[src/design/e2g_pkg.sv]
// ----------------------------------------------------------------------------
// e2g_pkg: shared constants and types for the ECEF to geodetic converter
// Ellipsoid constants, fixed-point scales and CORDIC arctangent table.
// ----------------------------------------------------------------------------
package e2g_pkg;

  localparam int MaxIterationsDefault = 8;
  localparam int CordicStagesDefault  = 32;

  localparam logic signed [63:0] OneQ30    = 64'sd1073741824;
  localparam logic signed [63:0] PiQ30     = 64'sd3373259426;
  localparam logic signed [63:0] HalfPiQ30 = 64'sd1686629713;
  localparam logic signed [63:0] InvKQ30   = 64'sd652032874;
  localparam logic [63:0]        E2Q32     = 64'd28752143;
  localparam logic signed [63:0] AQ8       = 64'sd1632803072000;
  localparam logic signed [63:0] BMm       = 64'sd6356752314;
  localparam logic signed [63:0] SqrtAbQ8  = 64'sd1630063534080;
  localparam logic signed [63:0] Lim40     = 64'sd549755813887;

  localparam logic [0:0] CfgHeightTol = 1'b0;
  localparam logic [0:0] CfgLatTol    = 1'b1;

  typedef struct packed {
    logic        start;
    logic        vec_mode;
    logic signed [63:0] x0;
    logic signed [63:0] y0;
    logic signed [63:0] z0;
  } cordic_req_t;

  typedef struct packed {
    logic        done;
    logic signed [63:0] x;
    logic signed [63:0] y;
    logic signed [63:0] z;
  } cordic_rsp_t;

  function automatic logic signed [63:0] atan_q30(input logic [5:0] i);
    logic signed [63:0] r;
    case (i)
      6'd0:  r = 64'sd843314857;
      6'd1:  r = 64'sd497837829;
      6'd2:  r = 64'sd263043837;
      6'd3:  r = 64'sd133525159;
      6'd4:  r = 64'sd67021687;
      6'd5:  r = 64'sd33543516;
      6'd6:  r = 64'sd16775851;
      6'd7:  r = 64'sd8388437;
      6'd8:  r = 64'sd4194283;
      6'd9:  r = 64'sd2097149;
      6'd10: r = 64'sd1048576;
      default: begin
        if (i <= 6'd30) r = 64'sd1 <<< (6'd30 - i);
        else r = 64'sd0;
      end
    endcase
    return r;
  endfunction

endpackage

[src/design/e2g_cordic.sv]
// ----------------------------------------------------------------------------
// e2g_cordic: iterative CORDIC, one stage per cycle
// Vectoring (drive y to zero) or rotation (drive z to zero) mode.
// ----------------------------------------------------------------------------
module e2g_cordic #(
  parameter int CordicStages = e2g_pkg::CordicStagesDefault
) (
  input  logic                 clk,
  input  logic                 rst,
  input  e2g_pkg::cordic_req_t req,
  output e2g_pkg::cordic_rsp_t rsp
);

  localparam int SW = $clog2(CordicStages + 1);

  logic signed [63:0] x, y, z;
  logic               mode;
  logic               busy;
  logic [SW-1:0]      stage;
  logic               done;

  logic               neg;
  logic signed [63:0] dx, dy, at;

  always_comb begin
    dx  = y >>> stage;
    dy  = x >>> stage;
    at  = e2g_pkg::atan_q30(6'(stage));
    neg = mode ? ~y[63] : z[63];
  end

  always_ff @(posedge clk) begin
    if (rst) begin
      busy  <= 1'b0;
      done  <= 1'b0;
      stage <= '0;
    end else begin
      done <= busy && !req.start && (stage == SW'(CordicStages - 1));
      if (req.start) begin
        busy  <= 1'b1;
        stage <= '0;
        mode  <= req.vec_mode;
        x <= req.x0;
        y <= req.y0;
        z <= req.z0;
      end else if (busy) begin
        if (neg) begin
          x <= x + dx; y <= y - dy; z <= z + at;
        end else begin
          x <= x - dx; y <= y + dy; z <= z - at;
        end
        if (stage == SW'(CordicStages - 1)) busy <= 1'b0;
        stage <= stage + 1'b1;
      end
    end
  end

  // vectoring: y >= 0 rotates clockwise and adds the angle to z
  assign rsp.done = done;
  assign rsp.x = x;
  assign rsp.y = y;
  assign rsp.z = z;

`ifndef SYNTHESIS
  a_stage_bound: assert property (@(posedge clk) disable iff (rst)
    busy |-> stage < SW'(CordicStages)) else $error("cordic stage overrun");
  a_done_pulse: assert property (@(posedge clk) disable iff (rst)
    done |=> !done) else $error("cordic done not a pulse");
  a_done_after_busy: assert property (@(posedge clk) disable iff (rst)
    $rose(done) |-> $past(busy)) else $error("cordic done without work");
`endif

endmodule

[config.mk]
export PLATFORM = sky130hd
export DESIGN_NAME = e2g_cordic
export DESIGN_NICKNAME = d
export VERILOG_FILES = /design/src/design/e2g_pkg.sv /design/src/design/e2g_cordic.sv
export SDC_FILE = /design/constraint.sdc
export NUM_CORES = 1
export LEC_CHECK = 0
export BUFFER_PORTS_ARGS = -buffer_cell sky130_fd_sc_hd__buf_4
export CAP_MARGIN = 20
export CORE_MARGIN = 2
export CORE_UTILIZATION = 30
export DETAILED_ROUTE_END_ITERATION = 12
export PLACE_DENSITY = 0.43
export SETUP_SLACK_MARGIN = 0.3
export SLEW_MARGIN = 20
export SYNTH_ARGS = -nofsm -noshare
export SYNTH_HDL_FRONTEND = slang
export SYNTH_SLANG_ARGS = --single-unit
[constraint.sdc]
create_clock -name clk -period 21.5 [get_ports clk]
set_input_delay 0 -clock clk [delete_from_list [all_inputs] [get_ports clk]]
set_output_delay 0 -clock clk [all_outputs]
set_load 0.01 [all_outputs]
# Word-level counts from Yosys, hierarchy flattened
# Index checks and enable logic that the tools add are counted.
[totals] register_bits=201 out_inout_bits=193 in_bits=196 wordCells=55
[classes] muxes=15 eq_ne=11 n_lt_le_gt_ge=1 bitwise=2 n_shift=3 n_reduce_logical=8 n_addsub=8
[ops] operator="$pmux 64 s11" n=1
[ops] operator="$mux 64" n=10
[ops] operator="$add 64x64->64" n=3
[ops] operator="$sub 64x64->64" n=3
[ops] operator="$sshr 64x6->64" n=2
[ops] operator="$sshl 2x6->64 const A" n=1
[ops] operator="$eq 6x3->1 const B" n=4
[ops] operator="$eq 6x4->1 const B" n=3
[ops] operator="$eq 6x2->1 const B" n=2
[ops] operator="$add 6x1->6 const B" n=1
[ops] operator="$eq 6x1->1 const B" n=1
[ops] operator="$eq 6x5->1 const B" n=1
[ops] operator="$le 6x5->1 const B" n=1
[ops] operator="$logic_not 6->1" n=1
[ops] operator="$sub 5x6->6 const A" n=1
[ops] operator="$mux 1" n=4
[ops] operator="$reduce_and 2->1" n=2
[ops] operator="$logic_and 1x1->1" n=2
[ops] operator="$not 1->1" n=2
[ops] operator="$reduce_bool 2->1" n=1
[ops] operator="$reduce_or 2->1" n=1
[ops] operator="$logic_not 1->1" n=1

# Depth between registers and ports, before layout
[logic_depth] depth_word=8 ltp_mapped=36 mapped_depth_nobuf=28

# Least setup slack after synthesis
# No wires, ideal clock.
[synth_timing] path_kind="input-to-reg" startpoint="in req[193] (netlist bit)" endpoint="reg x[0], enable pin" n_path_buf=2 setup_time_ns=0.747 arrival_ns=8.649 setup_slack_ns=12.104 stages=4 required_ns=20.753 cell_sequence="clkbuf_1 -> buf_1 -> nor2_1 -> nor2_1"
[synth_between] elab_chain_cells=2
[synth_rtl] element="from (decl)" line_no="e2g_cordic.sv:10" rtl="input e2g_pkg::cordic_req_t req,"
[synth_rtl] element="$reduce_bool 2->1 (no source line)"
[synth_rtl] element="$reduce_and 2->1 (no source line)"
[synth_rtl] element="to (signal assigned)" line_no="e2g_cordic.sv:43" rtl="x <= req.x0;"
[synth_rtl] element="to (signal assigned)" line_no="e2g_cordic.sv:48" rtl="x <= x + dx; y <= y - dy; z <= z + at;"
[synth_rtl] element="to (signal assigned)" line_no="e2g_cordic.sv:50" rtl="x <= x - dx; y <= y + dy; z <= z - at;"
[synth_rtl] element="to (decl)" line_no="e2g_cordic.sv:16" rtl="logic signed [63:0] x, y, z;"
# Every way passes these cells.
# A chain may end at the register's enable or synchronous reset.

# Worst setup path after layout
[layout_timing] startpoint="reg stage[1]" endpoint="reg z[57], data pin"
[layout_between] elab_chain_cells=8 word_cells_on_any_way=21 classes_between="3 x add/sub; 1 x order compare; 10 x eq/ne; 1 x shift; 5 x mux; 1 x reduce/logical"
[layout_rtl] element="from (decl)" line_no="e2g_cordic.sv:19" rtl="logic [SW-1:0] stage;"
[layout_rtl] element="from (signal assigned)" line_no="e2g_cordic.sv:53" rtl="stage <= stage + 1'b1;"
[layout_rtl] element="$sub 5x6->6" line_no="e2g_pkg.sv:53" rtl="if (i <= 6'd30) r = 64'sd1 <<< (6'd30 - i);"
[layout_rtl] element="$sshl 2x6->64" line_no="e2g_pkg.sv:53"
[layout_rtl] element="$mux 64" line_no="e2g_pkg.sv:53"
[layout_rtl] element="$pmux 64 s11 (*)" line_no="e2g_pkg.sv:40" rtl="case (i)"
[layout_rtl] element="$sub 64x64->64 / $add 64x64->64 (equally long branches)" line_no="e2g_cordic.sv:50, e2g_cordic.sv:48"
[layout_rtl] element="$mux 64 (*)" line_no="e2g_cordic.sv:47" rtl="if (neg) begin"
[layout_rtl] element="$mux 64 (*)" line_no="e2g_cordic.sv:46" rtl="end else if (busy) begin"
[layout_rtl] element="$mux 64 (*)" line_no="e2g_cordic.sv:39" rtl="if (req.start) begin"
[layout_rtl] element="to (signal assigned)" line_no="e2g_cordic.sv:45" rtl="z <= req.z0;"
[layout_rtl] element="to (signal assigned)" line_no="e2g_cordic.sv:48"
[layout_rtl] element="to (signal assigned)" line_no="e2g_cordic.sv:50"
[layout_rtl] element="to (decl)" line_no="e2g_cordic.sv:16"
# Mark *: on every way between the ends. The rest lies on a longest branch, timed or not. The select of a mux whose other input is x is not followed.

==> flow_metrics.env <==
export IMPL_p_seq_share_pct=15.6
export IMPL_drtPass1Iterations=9
export IMPL_clock_latency_ps=630
export IMPL_dpl_cell_count=5926
export IMPL_overflow=0
export IMPL_syn_inst=4235
export IMPL_grt_usage_pct=27.64
export IMPL_areaGrowthSynthToFinish_pct=22.15
export IMPL_finalPower_w=0.006352
export IMPL_synth_most_common_cell="nand2_1"
export IMPL_holdWs_ps=71.52
export IMPL_synthArstFlopShare_pct=0
export IMPL_required_ps=21860
export IMPL_grt_pass1_vias=36350
export IMPL_core_sq_mm=0.1147
export IMPL_htree_levels=1
export IMPL_cts_root_buffer="clkbuf_16"
export IMPL_clock_skew_ps=33.31
export IMPL_ys_top_cells_by_area="edfxtp_1 17%, mux4_2 12%, ha_1 7.3%"
export IMPL_start_util_pct=30.30
export IMPL_yosysUniqueCellTypes=98
export IMPL_hold_path_end="z[50]$_DFFE_PP_"
export IMPL_yosysWarnings=0
export IMPL_die_h_microns=344.3
export IMPL_syn_cell_area_sq_mm=0.03474
export IMPL_worstReg2RegStart="stage[1]$_SDFFE_PP0P_"
export IMPL_tns_ps=0
export IMPL_r2r_end="z[57]$_DFFE_PP_"
export IMPL_dp_hpwl_microns=131300
export IMPL_outcome="complete, no violations"
export IMPL_final_layout_size_suffix_gt1_share_pct=17.27
export IMPL_maxCapViolCount=0
export IMPL_p_sw_w=0.003364
export IMPL_viasPerCell=5.978
export IMPL_synth_flop_cell="edfxtp_1"
export IMPL_final_cells=6250
export IMPL_internal_power_w=0.002988
export IMPL_cts_tree="yes"
export IMPL_period_needed_ps=10660
export IMPL_port_buffers=388
export IMPL_io_pins=389
export IMPL_cts_resized=0
export IMPL_drtIter0Drc=3839
export IMPL_cp_start_kind="flop"
export IMPL_hold_path_startpoint="req[193]"
export IMPL_die_w_microns=344.3
export IMPL_synth_edf_count=193
export IMPL_swShare_pct=52.96
export IMPL_top_layer="met5"
export IMPL_vias=37360
export IMPL_hold_path_class="primary input to flop"
export IMPL_synth_top_area_share_pct=16.68
export IMPL_ir_drop_v=0.00006259
export IMPL_yosys_top_cells_count="527 x nand2_1, 373 x o21ai_0, 350 x a21oi_1"
export IMPL_syn_nets=4637
export IMPL_die_area_sq_mm=0.1185
export IMPL_pwr_share_comb_pct=77.3
export IMPL_fin_crit_sh_pct=49.59
export IMPL_clkTransAtPathRegs_ps=60
export IMPL_rsz0062_at_grt="false"
export IMPL_cp_arrival_ps=11020
export IMPL_drc=0
export IMPL_synth_seq_cells=201
export IMPL_drtAntennaViolNets=0
export IMPL_wl_met2_microns=80110
export IMPL_antenna_found_initial=4
export IMPL_reg2reg_slack_ps=10840
export IMPL_syn_area_per_cell_sq_um=8.202
export IMPL_rows=124
export IMPL_layout_nets=5118
export IMPL_met1_length_microns=70080
export IMPL_power_density_mw_per_mm2=149.7
export IMPL_finalWirelength_microns=170100
export IMPL_worstPathMaxFanout=64
export IMPL_clock_power_share_pct=7.1
export IMPL_finalHoldViolCount=0
export IMPL_cts_path_max_buffers=3
export IMPL_grt_max_degree=120
export IMPL_route_met3_wl_microns=11860
export IMPL_maxSlewHeadroom_pct=15.73
export IMPL_nFillCells=12020
export IMPL_grt_first_pass_wirelength_microns=246400
export IMPL_routedWlPerCell_microns=27.22
export IMPL_final_setup_viol_count=0
export IMPL_rr_worst_depth=27
export IMPL_holdPathStages=3
export IMPL_synth_sequential_area_ratio_pct=17.15
export IMPL_leakage_nw=16.66
export IMPL_slew_violations=0
export IMPL_critical_path_class="flop to flop"
export IMPL_post_synth_top_area_cell="edfxtp_1"
export IMPL_cts_made_buffers=27
export IMPL_place_congestion=1.003
export IMPL_fmax_mhz=93.79
export IMPL_worst_pin_slew_ps=1264
export IMPL_cts_sinks=201
export IMPL_critPathCaptureType="flop"
## cell families after synthesis
| group | after synthesis | share of synthesized area (%) |
|---|---|---|
| AND/OR/NAND/NOR | 1303 | 17.56 |
| XOR/XNOR | 324 | 8.169 |
| buffers and inverters | 365 | 4.776 |
| AO/OA/AOI/OAI | 1421 | 26.13 |
| multiplexers | 415 | 18.73 |
| adder cells (fa/ha/maj) | 206 | 7.485 |
| flip-flops | 201 | 17.15 |
## registers in the layout, indices dropped and copies added (netlist names)
register and cells:
x 64, y 64, z 64, stage 6
busy 1, done 1, mode 1
## per-stage QoR
| stage | setup slack, ps | area [sq um] | utilization (%) |
|---|---|---|---|
| after global routing | 9969 | 42430 | 37.00 |
| after CTS | 10800 | 42430 | 37.00 |
| after detailed placement | 11260 | 38860 | 33.90 |
| after floorplan | 12100 | 34740 | - |
| final | 10840 | 42430 | 37.01 |
| after global placement | 11320 | 38850 | 33.89 |
## how the worst max path moves through the flow
stage          cells past startpoint             startpoint         endpoint
2_1_floorplan                      4               req[193]   x[0]$_DFFE_PP_
3_3_place_gp                      26  stage[1]$_SDFFE_PP0P_  z[63]$_DFFE_PP_
3_5_place_dp                      26  stage[1]$_SDFFE_PP0P_  z[63]$_DFFE_PP_
4_1_cts                           27  stage[1]$_SDFFE_PP0P_  z[61]$_DFFE_PP_
5_1_grt                           27  stage[1]$_SDFFE_PP0P_  z[59]$_DFFE_PP_
6_report                          27  stage[1]$_SDFFE_PP0P_  z[57]$_DFFE_PP_
## per-layer routing
metal | GRT usage (%) | vias to the layer above
li1 | - | 17160
met1 | 35.25 | 18290
met2 | 46.15 | 1590
met3 | 4.657 | 310
met4 | 11.48 | 4
met5 | 0 | -
## layout by cell type, fill, tap and decap left out, types with 33 or more instances in the layout
cell	instances
buf_4	454
nor2b_1	41
and3_1	36
nand2b_1	47
xnor2_1	189
mux2i_1	134
inv_1	76
mux2_2	82
edfxtp_1	193
a21oi_1	350
a31oi_1	74
nand3_1	71
nand2_1	527
nor3_1	63
ha_1	203
o21bai_1	34
and2_1	49
nor2_1	299
xor2_1	135
o22ai_1	33
o21ai_0	373
nand4_1	42
a21o_1	136
a211oi_1	39
dlygate4sd3_1	273
mux4_2	178
o31ai_1	36
## final cells by class
class / instances / area (sq um) / area share [%]
Clock buffer: 36 / 709.4 / 1.672
Antenna cell: 2 / 5.005 / 0.01180
Sequential cell: 201 / 5976 / 14.08
Inverter: 85 / 320.3 / 0.7549
Multi-Input combinational cell: 3669 / 27190 / 64.07
Tap cell: 1512 / 1892 / 4.459
Clock inverter: 13 / 120.1 / 0.2831
Timing Repair Buffer: 732 / 6221 / 14.66
## power groups by stage
stage	sequential, W	combinational (W)	clock (W)
5_1_grt	0.00100	0.00538	0.000480
4_1_cts	0.000989	0.00488	0.000472
3_3_place_gp	0.000999	0.00476	0
6_report	0.000989	0.00491	0.000451
2_1_floorplan	0.000850	0.00333	0
3_5_place_dp	0.000991	0.00474	0
## critical path, cell delays in order (launching register included)
cell and delay (ps):
dfxtp_4 980, inv_2 520, ha_1 610, or2_2 530, a32o_1 270, nor4b_1 290
buf_4 200, mux2_2 380, a2111oi_1 610, nand2_1 130, or2_1 260, nor3_1 450
nand4_1 460, o21a_1 380, xnor2_1 150, ha_1 360, a21o_1 200, a2111oi_0 410
o31a_1 190, o21ai_0 290, a2111oi_0 640, o21ai_0 350, a211o_1 380, a31o_2 310
a31oi_1 200, xor2_1 160, o21ai_0 80, dlygate4sd3_1 580
## repair_timing
action / in CTS / in global routing
buffers inserted: 0 / 0
hold buffers: 273 / 0
endpoints found under the hold margin: 222 / 0
(Power assumes the default switching activity.)
